## config.mk

```make
export PLATFORM = sky130hd
export DESIGN_NAME = mmc3_style_bank_mapper_irq_unit
export DESIGN_NICKNAME = d
export VERILOG_FILES = /design/src/rtl/mmc3_pkg.sv /design/src/rtl/mmc3_core.sv /design/src/rtl/mmc3_obuf.sv /design/src/rtl/mmc3_style_bank_mapper_irq_unit.sv
export VERILOG_INCLUDE_DIRS = /design/src /design/src/rtl
export SDC_FILE = /design/constraint.sdc
export NUM_CORES = 1
export LEC_CHECK = 0
export BUFFER_PORTS_ARGS = -buffer_cell sky130_fd_sc_hd__buf_2
export CAP_MARGIN = 10
export CORE_MARGIN = 3
export CORE_UTILIZATION = 53
export CTS_CLUSTER_SIZE = 40
export DETAILED_ROUTE_END_ITERATION = 8
export PLACE_DENSITY = 0.76
export SYNTH_ARGS = -nofsm -noshare
export SYNTH_HDL_FRONTEND = slang
export SYNTH_HIERARCHICAL = 1
export SYNTH_SLANG_ARGS = --single-unit
export TNS_END_PERCENT = 1
```

## constraint.sdc

```tcl
create_clock -name clk -period 5.7 [get_ports clk]
set_clock_uncertainty 0.2 [all_clocks]
set_input_delay 0.57 -clock clk [delete_from_list [all_inputs] [get_ports clk]]
set_output_delay 0.57 -clock clk [all_outputs]
set_load 0.01 [all_outputs]
```

## src/rtl/assert_macros.svh

```systemverilog
// Concurrent assertion helpers for the top-level RTL file, the one file that carries checks.
`ifndef ASSERT_MACROS_SVH
`define ASSERT_MACROS_SVH

// Checked on every rising edge of clk outside of reset.
`define ASSERT_CLK(lbl, prop, msg) \
    lbl: assert property (@(posedge clk) disable iff (!rst_n) prop) else $error(msg);

// Checked on every rising edge of clk, reset included.
`define ASSERT_CLK_ALWAYS(lbl, prop, msg) \
    lbl: assert property (@(posedge clk) prop) else $error(msg);

`endif

```

## src/rtl/mmc3_pkg.sv

```systemverilog
`timescale 1ns / 1ps

package mmc3_pkg;

    typedef struct packed {
        logic        func;
        logic [15:0] addr;
        logic [7:0]  data;
        logic [8:0]  scanline;
        logic        display_on;
    } req_t;

    typedef struct packed {
        logic [31:0] prg_banks;
        logic [63:0] chr_banks;
        logic [1:0]  mirroring;
        logic        irq_line;
    } rsp_t;

    localparam logic FUNC_WRITE = 1'b0;
    localparam logic FUNC_TICK  = 1'b1;

    // Register codes are address bits {15, 14, 13, 0}.
    localparam logic [3:0] REG_SELECT      = 4'b1000;
    localparam logic [3:0] REG_DATA        = 4'b1001;
    localparam logic [3:0] REG_MIRROR      = 4'b1010;
    localparam logic [3:0] REG_IRQ_COUNT   = 4'b1100;
    localparam logic [3:0] REG_IRQ_LATCH   = 4'b1101;
    localparam logic [3:0] REG_IRQ_DISABLE = 4'b1110;
    localparam logic [3:0] REG_IRQ_ENABLE  = 4'b1111;

    // Targets of a data write, chosen by the low nibble of the select register.
    localparam logic [3:0] SEL_CHR_PAIR0 = 4'h0;
    localparam logic [3:0] SEL_CHR_PAIR2 = 4'h1;
    localparam logic [3:0] SEL_CHR4      = 4'h2;
    localparam logic [3:0] SEL_CHR5      = 4'h3;
    localparam logic [3:0] SEL_CHR6      = 4'h4;
    localparam logic [3:0] SEL_CHR7      = 4'h5;
    localparam logic [3:0] SEL_PRG0      = 4'h6;
    localparam logic [3:0] SEL_PRG1      = 4'h7;
    localparam logic [3:0] SEL_PRG2      = 4'h8;
    localparam logic [3:0] SEL_PRG3      = 4'h9;
    localparam logic [3:0] SEL_CHR1      = 4'hA;
    localparam logic [3:0] SEL_CHR3      = 4'hB;

    localparam int SEL_PRG_SWAP_BIT = 6;
    localparam int SEL_CHR_SWAP_BIT = 7;

    localparam logic CFG_PRG_BANK_COUNT = 1'b0;
    localparam logic CFG_CHR_IS_ROM     = 1'b1;

    // Tail banks for the reset bank count of 32.
    localparam logic [7:0] PRG_TAIL2_RESET = 8'd30;
    localparam logic [7:0] PRG_TAIL1_RESET = 8'd31;

    localparam logic [2:0] CHR_RAM_MASK = 3'h7;

endpackage

```

## src/rtl/mmc3_core.sv

```systemverilog
`timescale 1ns / 1ps

module mmc3_core #(
    parameter int BANK_BITS         = 8,
    parameter int LAST_VISIBLE_LINE = 239
) (
    input  logic               clk,
    input  logic               rst_n,
    input  logic               take,
    input  mmc3_pkg::req_t     req,
    input  logic               cfg_we,
    input  logic               cfg_index,
    input  logic [8:0]         cfg_wdata,
    output mmc3_pkg::rsp_t     rsp_next
);

    localparam int          MASK_WIDE = (1 << BANK_BITS) - 1;
    localparam logic [7:0]  BANK_MASK = MASK_WIDE[7:0];
    localparam logic [8:0]  LAST_LINE = LAST_VISIBLE_LINE[8:0];

    logic [7:0] bank_select_reg, bank_select_next;
    logic [7:0] prg_reg [4];
    logic [7:0] prg_next [4];
    logic [7:0] chr_reg [8];
    logic [7:0] chr_next [8];
    logic [1:0] mirror_reg, mirror_next;
    logic [7:0] irq_count_reg, irq_count_next;
    logic [7:0] irq_reload_reg, irq_reload_next;
    logic       irq_on_reg, irq_on_next;
    logic       irq_pending_reg, irq_pending_next;
    logic       irq_out_reg, irq_out_next;
    logic       chr_is_rom_reg, chr_is_rom_next;

    logic [3:0] reg_code;
    logic       tick_active;
    logic [7:0] count_step;
    logic [7:0] count_load;
    logic [7:0] prg_map [4];
    logic [7:0] chr_lo [4];
    logic [7:0] chr_hi [4];
    logic [7:0] chr_map [8];

    assign reg_code = {req.addr[15:13], req.addr[0]};

    always_comb
    begin
        bank_select_next = bank_select_reg;
        prg_next         = prg_reg;
        chr_next         = chr_reg;
        mirror_next      = mirror_reg;
        irq_count_next   = irq_count_reg;
        irq_reload_next  = irq_reload_reg;
        irq_on_next      = irq_on_reg;
        irq_pending_next = irq_pending_reg;
        irq_out_next     = irq_out_reg;
        chr_is_rom_next  = chr_is_rom_reg;

        tick_active = (req.scanline <= LAST_LINE) && req.display_on
                      && irq_on_reg && !irq_pending_reg;
        if ((req.scanline == 9'd0) && (irq_count_reg != 8'd0))
        begin
            count_step = irq_count_reg - 8'd1;
        end
        else
        begin
            count_step = irq_count_reg;
        end
        count_load = (count_step == 8'd0) ? irq_reload_reg : count_step;

        if (take)
        begin
            if (req.func == mmc3_pkg::FUNC_TICK)
            begin
                if (tick_active)
                begin
                    if (count_step == 8'd0)
                    begin
                        irq_pending_next = 1'b1;
                        irq_out_next     = 1'b1;
                    end
                    irq_count_next = count_load - 8'd1;
                end
            end
            else
            begin
                case (reg_code)
                    mmc3_pkg::REG_SELECT:
                    begin
                        bank_select_next = req.data;
                    end
                    mmc3_pkg::REG_DATA:
                    begin
                        case (bank_select_reg[3:0])
                            mmc3_pkg::SEL_CHR_PAIR0:
                            begin
                                chr_next[0] = req.data;
                                chr_next[1] = req.data + 8'd1;
                            end
                            mmc3_pkg::SEL_CHR_PAIR2:
                            begin
                                chr_next[2] = req.data;
                                chr_next[3] = req.data + 8'd1;
                            end
                            mmc3_pkg::SEL_CHR4: chr_next[4] = req.data;
                            mmc3_pkg::SEL_CHR5: chr_next[5] = req.data;
                            mmc3_pkg::SEL_CHR6: chr_next[6] = req.data;
                            mmc3_pkg::SEL_CHR7: chr_next[7] = req.data;
                            mmc3_pkg::SEL_PRG0: prg_next[0] = req.data;
                            mmc3_pkg::SEL_PRG1: prg_next[1] = req.data;
                            mmc3_pkg::SEL_PRG2: prg_next[2] = req.data;
                            mmc3_pkg::SEL_PRG3: prg_next[3] = req.data;
                            mmc3_pkg::SEL_CHR1: chr_next[1] = req.data;
                            mmc3_pkg::SEL_CHR3: chr_next[3] = req.data;
                            default:
                            begin
                            end
                        endcase
                    end
                    mmc3_pkg::REG_MIRROR:
                    begin
                        mirror_next = req.data[1:0];
                    end
                    mmc3_pkg::REG_IRQ_COUNT:
                    begin
                        irq_count_next   = req.data;
                        irq_pending_next = 1'b0;
                    end
                    mmc3_pkg::REG_IRQ_LATCH:
                    begin
                        irq_reload_next  = req.data;
                        irq_pending_next = 1'b0;
                    end
                    mmc3_pkg::REG_IRQ_DISABLE:
                    begin
                        irq_on_next      = 1'b0;
                        irq_pending_next = 1'b0;
                        irq_out_next     = 1'b0;
                    end
                    mmc3_pkg::REG_IRQ_ENABLE:
                    begin
                        irq_on_next      = 1'b1;
                        irq_pending_next = 1'b0;
                    end
                    default:
                    begin
                    end
                endcase
            end
        end

        if (cfg_we)
        begin
            case (cfg_index)
                mmc3_pkg::CFG_PRG_BANK_COUNT:
                begin
                    prg_next[2] = cfg_wdata[7:0] - 8'd2;
                    prg_next[3] = cfg_wdata[7:0] - 8'd1;
                end
                mmc3_pkg::CFG_CHR_IS_ROM:
                begin
                    chr_is_rom_next = cfg_wdata[0];
                end
                default:
                begin
                end
            endcase
        end
    end

    always_ff @(posedge clk or negedge rst_n)
    begin
        if (!rst_n)
        begin
            bank_select_reg <= 8'd0;
            prg_reg[0]      <= 8'd0;
            prg_reg[1]      <= 8'd1;
            prg_reg[2]      <= mmc3_pkg::PRG_TAIL2_RESET;
            prg_reg[3]      <= mmc3_pkg::PRG_TAIL1_RESET;
            for (int i = 0; i < 8; i++)
            begin
                chr_reg[i] <= 8'(i);
            end
            mirror_reg      <= 2'd0;
            irq_count_reg   <= 8'd0;
            irq_reload_reg  <= 8'd0;
            irq_on_reg      <= 1'b0;
            irq_pending_reg <= 1'b0;
            irq_out_reg     <= 1'b0;
            chr_is_rom_reg  <= 1'b1;
        end
        else
        begin
            bank_select_reg <= bank_select_next;
            prg_reg         <= prg_next;
            chr_reg         <= chr_next;
            mirror_reg      <= mirror_next;
            irq_count_reg   <= irq_count_next;
            irq_reload_reg  <= irq_reload_next;
            irq_on_reg      <= irq_on_next;
            irq_pending_reg <= irq_pending_next;
            irq_out_reg     <= irq_out_next;
            chr_is_rom_reg  <= chr_is_rom_next;
        end
    end

    // The result reflects the state as it stands after this transaction.
    always_comb
    begin
        if (bank_select_next[mmc3_pkg::SEL_PRG_SWAP_BIT])
        begin
            prg_map[0] = prg_next[2];
            prg_map[2] = prg_next[0];
        end
        else
        begin
            prg_map[0] = prg_next[0];
            prg_map[2] = prg_next[2];
        end
        prg_map[1] = prg_next[1];
        prg_map[3] = prg_next[3];

        if (chr_is_rom_next)
        begin
            for (int i = 0; i < 4; i++)
            begin
                chr_lo[i] = chr_next[i];
                chr_hi[i] = chr_next[4 + i];
            end
        end
        else
        begin
            chr_lo[0] = {5'd0, chr_next[0][2:0] & mmc3_pkg::CHR_RAM_MASK};
            chr_lo[1] = {5'd0, (chr_next[0][2:0] + 3'd1) & mmc3_pkg::CHR_RAM_MASK};
            chr_lo[2] = {5'd0, chr_next[2][2:0] & mmc3_pkg::CHR_RAM_MASK};
            chr_lo[3] = {5'd0, (chr_next[2][2:0] + 3'd1) & mmc3_pkg::CHR_RAM_MASK};
            for (int i = 0; i < 4; i++)
            begin
                chr_hi[i] = {5'd0, chr_next[4 + i][2:0] & mmc3_pkg::CHR_RAM_MASK};
            end
        end

        for (int i = 0; i < 4; i++)
        begin
            if (bank_select_next[mmc3_pkg::SEL_CHR_SWAP_BIT])
            begin
                chr_map[i]     = chr_hi[i];
                chr_map[4 + i] = chr_lo[i];
            end
            else
            begin
                chr_map[i]     = chr_lo[i];
                chr_map[4 + i] = chr_hi[i];
            end
        end

        for (int i = 0; i < 4; i++)
        begin
            rsp_next.prg_banks[8 * i +: 8] = prg_map[i] & BANK_MASK;
        end
        for (int i = 0; i < 8; i++)
        begin
            rsp_next.chr_banks[8 * i +: 8] = chr_map[i] & BANK_MASK;
        end
        rsp_next.mirroring = mirror_next;
        rsp_next.irq_line  = irq_out_next;
    end

endmodule

```

## src/rtl/mmc3_obuf.sv

```systemverilog
`timescale 1ns / 1ps

module mmc3_obuf (
    input  logic           clk,
    input  logic           rst_n,
    input  logic           push,
    input  mmc3_pkg::rsp_t push_data,
    output logic           skid_full,
    output logic           rsp_valid,
    input  logic           rsp_stall,
    output mmc3_pkg::rsp_t rsp
);

    logic           out_valid_reg, out_valid_next;
    logic           skid_valid_reg, skid_valid_next;
    mmc3_pkg::rsp_t out_data_reg, out_data_next;
    mmc3_pkg::rsp_t skid_data_reg, skid_data_next;
    logic           pop;

    assign pop       = out_valid_reg && !rsp_stall;
    assign skid_full = skid_valid_reg;
    assign rsp_valid = out_valid_reg;
    assign rsp       = out_data_reg;

    // A result that finds the output register occupied waits in the skid entry.
    always_comb
    begin
        out_valid_next  = out_valid_reg;
        skid_valid_next = skid_valid_reg;
        out_data_next   = out_data_reg;
        skid_data_next  = skid_data_reg;
        if (skid_valid_reg)
        begin
            if (pop)
            begin
                out_data_next   = skid_data_reg;
                skid_valid_next = 1'b0;
            end
        end
        else if (push)
        begin
            if (!out_valid_reg || pop)
            begin
                out_data_next  = push_data;
                out_valid_next = 1'b1;
            end
            else
            begin
                skid_data_next  = push_data;
                skid_valid_next = 1'b1;
            end
        end
        else if (pop)
        begin
            out_valid_next = 1'b0;
        end
    end

    always_ff @(posedge clk or negedge rst_n)
    begin
        if (!rst_n)
        begin
            out_valid_reg  <= 1'b0;
            skid_valid_reg <= 1'b0;
        end
        else
        begin
            out_valid_reg  <= out_valid_next;
            skid_valid_reg <= skid_valid_next;
        end
    end

    always_ff @(posedge clk)
    begin
        out_data_reg  <= out_data_next;
        skid_data_reg <= skid_data_next;
    end

endmodule

```

## src/rtl/mmc3_style_bank_mapper_irq_unit.sv

```systemverilog
// The result is registered and shows in the next cycle when the output register is free; otherwise it waits its turn.
// Throughput: one transaction per cycle while the skid entry is empty; the mapper state updates in a single pass.
// A two-entry output buffer lets a transaction be accepted while a result waits.
// Reset (rst_n low, asynchronous) clears the buffer and loads the power-on bank,
// mirroring and IRQ state with a bank count of 32 and character ROM selected.
`timescale 1ns / 1ps
`include "assert_macros.svh"

module mmc3_style_bank_mapper_irq_unit #(
    parameter int BANK_BITS         = 8,
    parameter int LAST_VISIBLE_LINE = 239
) (
    input  logic           clk,
    input  logic           rst_n,
    input  logic           req_valid,
    output logic           req_stall,
    input  mmc3_pkg::req_t req,
    output logic           rsp_valid,
    input  logic           rsp_stall,
    output mmc3_pkg::rsp_t rsp,
    input  logic           cfg_we,
    input  logic           cfg_index,
    input  logic [8:0]     cfg_wdata
);

    logic            take;
    logic            skid_full;
    mmc3_pkg::rsp_t  rsp_next;

    assign req_stall = skid_full;
    assign take      = req_valid && !skid_full;

    mmc3_core #(
        .BANK_BITS         (BANK_BITS),
        .LAST_VISIBLE_LINE (LAST_VISIBLE_LINE)
    ) u_core (
        .clk       (clk),
        .rst_n     (rst_n),
        .take      (take),
        .req       (req),
        .cfg_we    (cfg_we),
        .cfg_index (cfg_index),
        .cfg_wdata (cfg_wdata),
        .rsp_next  (rsp_next)
    );

    mmc3_obuf u_obuf (
        .clk       (clk),
        .rst_n     (rst_n),
        .push      (take),
        .push_data (rsp_next),
        .skid_full (skid_full),
        .rsp_valid (rsp_valid),
        .rsp_stall (rsp_stall),
        .rsp       (rsp)
    );

    `ASSERT_CLK_ALWAYS(a_skid_implies_out, req_stall |-> rsp_valid, "skid entry held without a result")
    `ASSERT_CLK(a_skid_holds, (req_stall && rsp_stall) |=> req_stall, "skid entry lost while stalled")
    `ASSERT_CLK(a_fill_skid, (take && rsp_valid && rsp_stall) |=> req_stall, "result dropped on a stalled output")
    `ASSERT_CLK(a_take_gives_result, take |=> rsp_valid, "accepted transaction gave no result")

endmodule

```

After elaboration in Yosys (flattened, before gate mapping)
Cells that the tools add are included.
{"block": "totals", "reg_bits": 326, "out_inout_bits": 101, "elab_cells": 160}
{"block": "op_classes", "add_sub_neg": 7, "magnitude_cmp": 1, "n_eq_ne": 22, "n_mux": 66, "n_bitwise": 3, "reduce_logical": 30}
{"cell": "$mux 99", "n": 4}
{"cell": "$mux 8", "n": 28}
{"cell": "$mux 64", "n": 3}
{"cell": "$mux 32", "n": 5}
{"cell": "$eq 4x4->1 const B", "n": 11}
{"cell": "$mux 16", "n": 2}
{"cell": "$pmux 8 s2", "n": 2}
{"cell": "$sub 8x1->8 const B", "n": 3}
{"cell": "$reduce_and 3->1", "n": 7}
{"cell": "$mux 1", "n": 18}
{"cell": "$eq 4x3->1 const B", "n": 4}
{"cell": "$reduce_bool 2->1", "n": 6}
{"cell": "$le 9x8->1 const B", "n": 1}
{"cell": "$logic_not 9->1", "n": 1}
{"cell": "$add 8x1->8 const B", "n": 1}
{"cell": "$eq 4x2->1 const B", "n": 2}
{"cell": "$logic_not 8->1", "n": 1}
{"cell": "$reduce_bool 8->1", "n": 1}
{"cell": "$sub 8x2->8 const B", "n": 1}
{"cell": "$add 3x1->3 const B", "n": 2}
{"cell": "$logic_and 1x1->1", "n": 6}
{"cell": "$mux 2", "n": 3}
{"cell": "$ne 2x1->1 const B", "n": 3}
{"cell": "$eq 4x1->1 const B", "n": 1}
{"cell": "8 further kinds", "n": 13}

Longest topological paths before layout
{"block": "depth", "ltp_word": 11, "ltp_mapped": 15, "depth_no_buf": 13}

By module
The synthesis kept the hierarchy.
{"mod": "mmc3_core", "instances": 1, "cells_per_inst": 814, "area_each_um2": 7549.7, "seq_area_each_um2": 3131.8}
{"mod": "mmc3_obuf", "instances": 1, "cells_per_inst": 320, "area_each_um2": 7259.5, "seq_area_each_um2": 5995.8}
{"mod": "mmc3_style_bank_mapper_irq_unit", "instances": 1, "cells_per_inst": 1, "area_each_um2": 13.8, "seq_area_each_um2": 0.0}

Worst setup path before layout
Ideal clock, no wire load.
{"block": "synth_timing", "kind": "register to register", "from": "reg u_obuf.skid_valid_reg (netlist: u_obuf/skid_full)", "to": "reg u_obuf.out_data_reg (netlist bit u_obuf/rsp[0]) (enable)", "setup_time_ns": 0.584, "t_arrival_ns": 5.531, "required_time_ns": 4.916, "slack_ns": -0.615, "stages_incl_launch_ff": 4, "n_path_buf": 1, "period_less_slack_ns": 6.315, "path_cell_list": "dfrtp_1 -> buf_4 -> nand2b_1 -> a21boi_1"}
{"block": "synth_via", "elab_chain_len": 4, "word_cells_on_any_way": 6, "classes_between": "1 x eq/ne; 5 x reduce/logical"}
{"item": "start: declaration", "line": "mmc3_obuf.sv:15", "rtl": "logic skid_valid_reg, skid_valid_next;"}
{"item": "start signal: assignment", "line": "mmc3_obuf.sv:69", "rtl": "skid_valid_reg <= skid_valid_next;"}
{"item": "$logic_not 1->1", "line": "mmc3_style_bank_mapper_irq_unit.sv:31", "rtl": "assign take = req_valid && !skid_full;"}
{"item": "$logic_and 1x1->1", "line": "mmc3_style_bank_mapper_irq_unit.sv:31"}
{"item": "$reduce_bool 2->1 (no source line)"}
{"item": "$reduce_and 3->1 (no source line) (*)"}
{"item": "end signal: assignment", "line": "mmc3_obuf.sv:75", "rtl": "out_data_reg <= out_data_next;"}
{"item": "end: declaration", "line": "mmc3_obuf.sv:16", "rtl": "mmc3_pkg::rsp_t out_data_reg, out_data_next;"}
Mark *: on every way between the ends. The rest lies on a longest branch, timed or not.
A chain may end at the register's enable or synchronous reset.

==> impl_metrics.ini <==
[detailed_routing]
detail_route.drc_violations = 0
ant_nets = 0
wl_per_cell_um = 19.6
total_via_count_after_detailed_routing = 9348
number_of_iterations_in_the_first_detailed_routing_pass = 6
wl_um = 32200
drt-initial-drc-count = 767
route.detailed.vias_per_inst = 5.70

[critical_path]
reg2reg_from = u_obuf/skid_full
cp_data_arrival_time_ns = 4.30
critPathRequiredTime_ns = 5.74
worst-path-buf-inv = 1
criticalPathCategory = flop to flop
crit-reg2reg-capture = u_obuf/rsp[12]
timing.critical_path.cells = nor2b_4 -> and4bb_1 -> nand2b_1 -> nor2_1 -> mux2i_1 -> inv_1 -> ha_1 -> o21ai_0 -> mux2i_1 -> mux2_2
setup.worst_path.end_class = flop
crit_fanout = 36
cpMaxStageDelayCell = sky130_fd_sc_hd__dfrtp_4
timing.critical_path.from = u_obuf/skid_full
crit_path_start_kind = flop
critPathMaxStageDelay_ns = 0.68
ff2ff_setup_slack_ns = 1.44
ff2ff_path_depth = 10
critical_path.top_delay_family = simple AND/OR/NAND/NOR gates
critical-path-top-cell-by-count = sky130_fd_sc_hd__mux2i_1

[layout]
area_delta_synth_final_pct = 13.1
layout.nets = 1300
filler_cell_count = 2090
instances_no_fill = 1641
layout-drive-gt1-share_pct = 30.1
post-route-util_pct = 61.5
final-seq-area_um2 = 9130
multi_input_area_um2 = 5120

[grt]
globalRouteTotalUtil_pct = 21.4
grt_remaining_overflow = 0
initial_antenna_violation_count = 3
pin_count_of_the_biggest_net_entering_global_routing = 76
grt_pass1_vias = 9278
grt_pass1_wl_um = 51500

[floorplan]
starting_density_of_the_core_pct = 54.4
die_w_um = 173
die_h_um = 173
fp.dieArea_um2 = 30000
num_rows = 60
design.portCount = 151
fp.coreArea_um2 = 27300

[place]
io_buffer_count = 137
detailedPlacementHpwl_um = 20300
placed_cells = 1577
gpl.final_weighted_congestion = 0.852

[sta]
worst-slew-pin-transition_ns = 1.14
timing.hold.ws_ns = 0.0271
final-setup-viol-count = 0
headroom_to_the_max_slew_limit_pct = 23.9
rsz0062_at_grt = false
post-route-period-util_pct = 74.7
report.final.hold_viol_count = 0
timing.fmax_ghz = 0.235
max_slew_violation_count = 0
timing.final.crit_period_ns = 4.26

[clock_tree]
cts_max_path_buffers = 3
clkLatencyLatePin_ns = 0.51
tritoncts = built
clockRootBuffer = sky130_fd_sc_hd__clkbuf_16
clk_transition_reported_paths_ns = 0.07
post-cts-setup-buffer-count = 0
cts_max_level = 2
postCtsHoldBufs = 0
tritoncts.num_buffers = 34
cts.sink_count = 324
cts_repair_resize_count = 0

[yosys]
netlist-cell-type-count = 71
syn_warnings = 6
ys.flop_type = sky130_fd_sc_hd__edfxtp_1
synthesized_area_fraction_occupied_by_ao_oa_aoi_and_oai_cells_pct = 5.82
yosys.area_share.adder_pct = 0.760
yosys.area_share.simple_pct = 9.12
yosysSeqAreaShare_pct = 61.6
synth_xor_area_share_pct = 1.30
synth.area.mux_share_pct = 17.3
synth_top_family_by_area = multiplexers
asyncSetResetFlopFracSynth_pct = 38.9
synth_enable_flop_cells = 198
syn_inst = 1135
syn_area_cell_um2 = 13.1
synthesis.nets = 1194
synth-seq-cells = 324
post_synth_instance_area_um2 = 14800

[job]
cap_viol_max_count = 0

[pwr]
max-vdd-ir-drop_mv = 0.271
power.density_nw_per_um2 = 453
leakage_nw = 7.32

[worst_hold_path]
timing.hold.worst.class = input port to asynchronous set/reset pin

[run_status]
outcome = complete, no violations
## per-stage QoR
stage | TNS, ns | cell area, um2 | setup WS [ns] | total power, mW
2_1_floorplan | -4.31 | 14800 | -0.0436 | 4.88
3_3_place_gp | 0 | 15700 | 1.59 | 5.44
3_5_place_dp | 0 | 15700 | 1.58 | 5.49
4_1_cts | 0 | 16800 | 1.52 | 7.67
5_1_grt | 0 | 16800 | 1.23 | 7.99
6_report | 0 | 16800 | 1.44 | 7.60
## worst register-to-register path, cell delays in order (launching register included)
cell and delay [ns]:
sky130_fd_sc_hd__dfrtp_4 0.68, sky130_fd_sc_hd__nor2b_4 0.28, sky130_fd_sc_hd__and4bb_1 0.35, sky130_fd_sc_hd__nand2b_1 0.34
sky130_fd_sc_hd__nor2_1 0.47, sky130_fd_sc_hd__mux2i_1 0.42, sky130_fd_sc_hd__inv_1 0.13, sky130_fd_sc_hd__ha_1 0.28
sky130_fd_sc_hd__o21ai_0 0.33, sky130_fd_sc_hd__mux2i_1 0.19, sky130_fd_sc_hd__mux2_2 0.31
## cell usage in the layout, fill, tap and decap left out, types with 6 or more instances in the layout
master | synthesis | final
sky130_fd_sc_hd__mux2_2 | 145 | 145
sky130_fd_sc_hd__dfstp_2 | 23 | 23
sky130_fd_sc_hd__nor4_1 | 6 | 6
sky130_fd_sc_hd__a31oi_1 | 8 | 8
sky130_fd_sc_hd__buf_4 | 18 | 10
sky130_fd_sc_hd__dfrtp_1 | 103 | 102
sky130_fd_sc_hd__xnor2_1 | 14 | 14
sky130_fd_sc_hd__edfxtp_1 | 198 | 198
sky130_fd_sc_hd__mux2i_1 | 90 | 88
sky130_fd_sc_hd__and3_1 | 7 | 7
sky130_fd_sc_hd__nand2_1 | 65 | 65
sky130_fd_sc_hd__clkbuf_1 | 40 | 8
sky130_fd_sc_hd__xor2_1 | 8 | 8
sky130_fd_sc_hd__a211oi_1 | 24 | 24
sky130_fd_sc_hd__nor3_1 | 35 | 35
sky130_fd_sc_hd__o21ai_0 | 46 | 46
sky130_fd_sc_hd__a22oi_1 | 6 | 6
sky130_fd_sc_hd__nor2b_1 | 8 | 7
sky130_fd_sc_hd__clkbuf_16 | 0 | 37
sky130_fd_sc_hd__buf_2 | 8 | 136
sky130_fd_sc_hd__nand3_1 | 20 | 20
sky130_fd_sc_hd__clkinv_1 | 1 | 6
sky130_fd_sc_hd__ha_1 | 9 | 9
sky130_fd_sc_hd__a21oi_1 | 23 | 23
sky130_fd_sc_hd__nor2_1 | 99 | 98
sky130_fd_sc_hd__inv_1 | 49 | 49
## kinds of logic (layout without fill, tap and decap cells)
logic type / after synthesis / in the layout
flip-flops: 324 / 324
AND/OR/NAND/NOR: 279 / 279
multiplexers: 237 / 237
AO/OA/AOI/OAI: 136 / 136
buffers and inverters: 128 / 259
XOR/XNOR: 22 / 22
adder cells (fa/ha/maj): 9 / 9
other: 0 / 3
## report_power, final
part	switching [mW]	total, mW	internal [mW]
sequential	0.251	3.45	3.19
clock	0.874	2.14	1.27
combinational	1.19	2.01	0.824
total	2.31	7.60	5.29
## layer usage
metal / vias to the layer above / GRT usage (%) / share of wire (%)
met4: 0 / 7.33 / 2.6
li1: 4328 / - / -
met1: 4687 / 30.6 / 45
met5: - / 0 / 0
met3: 54 / 3.59 / 5.2
met2: 279 / 33.5 / 47
## final cells by class
| type | instances | area share, % |
|---|---|---|
| Antenna cell | 3 | 0.0448 |
| Tap cell | 372 | 2.78 |
| Inverter | 52 | 1.16 |
| Clock buffer | 48 | 5.95 |
| Timing Repair Buffer | 146 | 4.51 |
| Multi-Input combinational cell | 683 | 30.6 |
| Clock inverter | 13 | 0.567 |
| Sequential cell | 324 | 54.4 |
## cells in the mapped netlist, types with 3 or more instances
cell type	instances	share of area (%)
sky130_fd_sc_hd__a31oi_1	8	0.34
sky130_fd_sc_hd__nor3b_1	3	0.15
sky130_fd_sc_hd__nor2b_1	8	0.34
sky130_fd_sc_hd__and2_1	5	0.21
sky130_fd_sc_hd__mux2i_1	90	6.1
sky130_fd_sc_hd__ha_1	9	0.76
sky130_fd_sc_hd__nand4_1	3	0.13
sky130_fd_sc_hd__mux2_2	145	11
sky130_fd_sc_hd__and3_1	7	0.30
sky130_fd_sc_hd__a21oi_1	23	0.78
sky130_fd_sc_hd__xnor2_1	14	0.83
sky130_fd_sc_hd__nor3_1	35	1.2
sky130_fd_sc_hd__clkbuf_1	40	1.0
sky130_fd_sc_hd__o21a_1	3	0.15
sky130_fd_sc_hd__dfstp_2	23	4.1
sky130_fd_sc_hd__buf_6	8	0.61
sky130_fd_sc_hd__nand2b_1	5	0.21
sky130_fd_sc_hd__dfrtp_1	103	17
sky130_fd_sc_hd__nand2_1	65	1.6
sky130_fd_sc_hd__inv_1	49	1.2
sky130_fd_sc_hd__a22oi_1	6	0.30
sky130_fd_sc_hd__o21ai_0	46	1.6
sky130_fd_sc_hd__xor2_1	8	0.47
sky130_fd_sc_hd__buf_4	18	0.91
sky130_fd_sc_hd__edfxtp_1	198	40
sky130_fd_sc_hd__or3_1	3	0.13
sky130_fd_sc_hd__nand3_1	20	0.68
sky130_fd_sc_hd__o21ai_1	5	0.17
sky130_fd_sc_hd__a211oi_1	24	1.2
sky130_fd_sc_hd__nand3b_1	4	0.20
sky130_fd_sc_hd__buf_2	8	0.27
sky130_fd_sc_hd__nor4_1	6	0.25
sky130_fd_sc_hd__nor2_1	99	2.5
sky130_fd_sc_hd__o211ai_1	3	0.15
## worst max-delay path by stage
stage / slack, ns / endpoint / depth (start not counted)
final: 1.44 / u_obuf/rsp[12] / 10
after floorplan: -0.04 / u_obuf/skid_data_reg[0] / 3
after detailed placement: 1.58 / u_obuf/rsp[44] / 10
after CTS: 1.52 / u_obuf/rsp[45] / 11
after global placement: 1.59 / u_obuf/rsp[43] / 7
after global routing: 1.23 / u_obuf/rsp[44] / 10
Power figures use the tool's default switching activity.
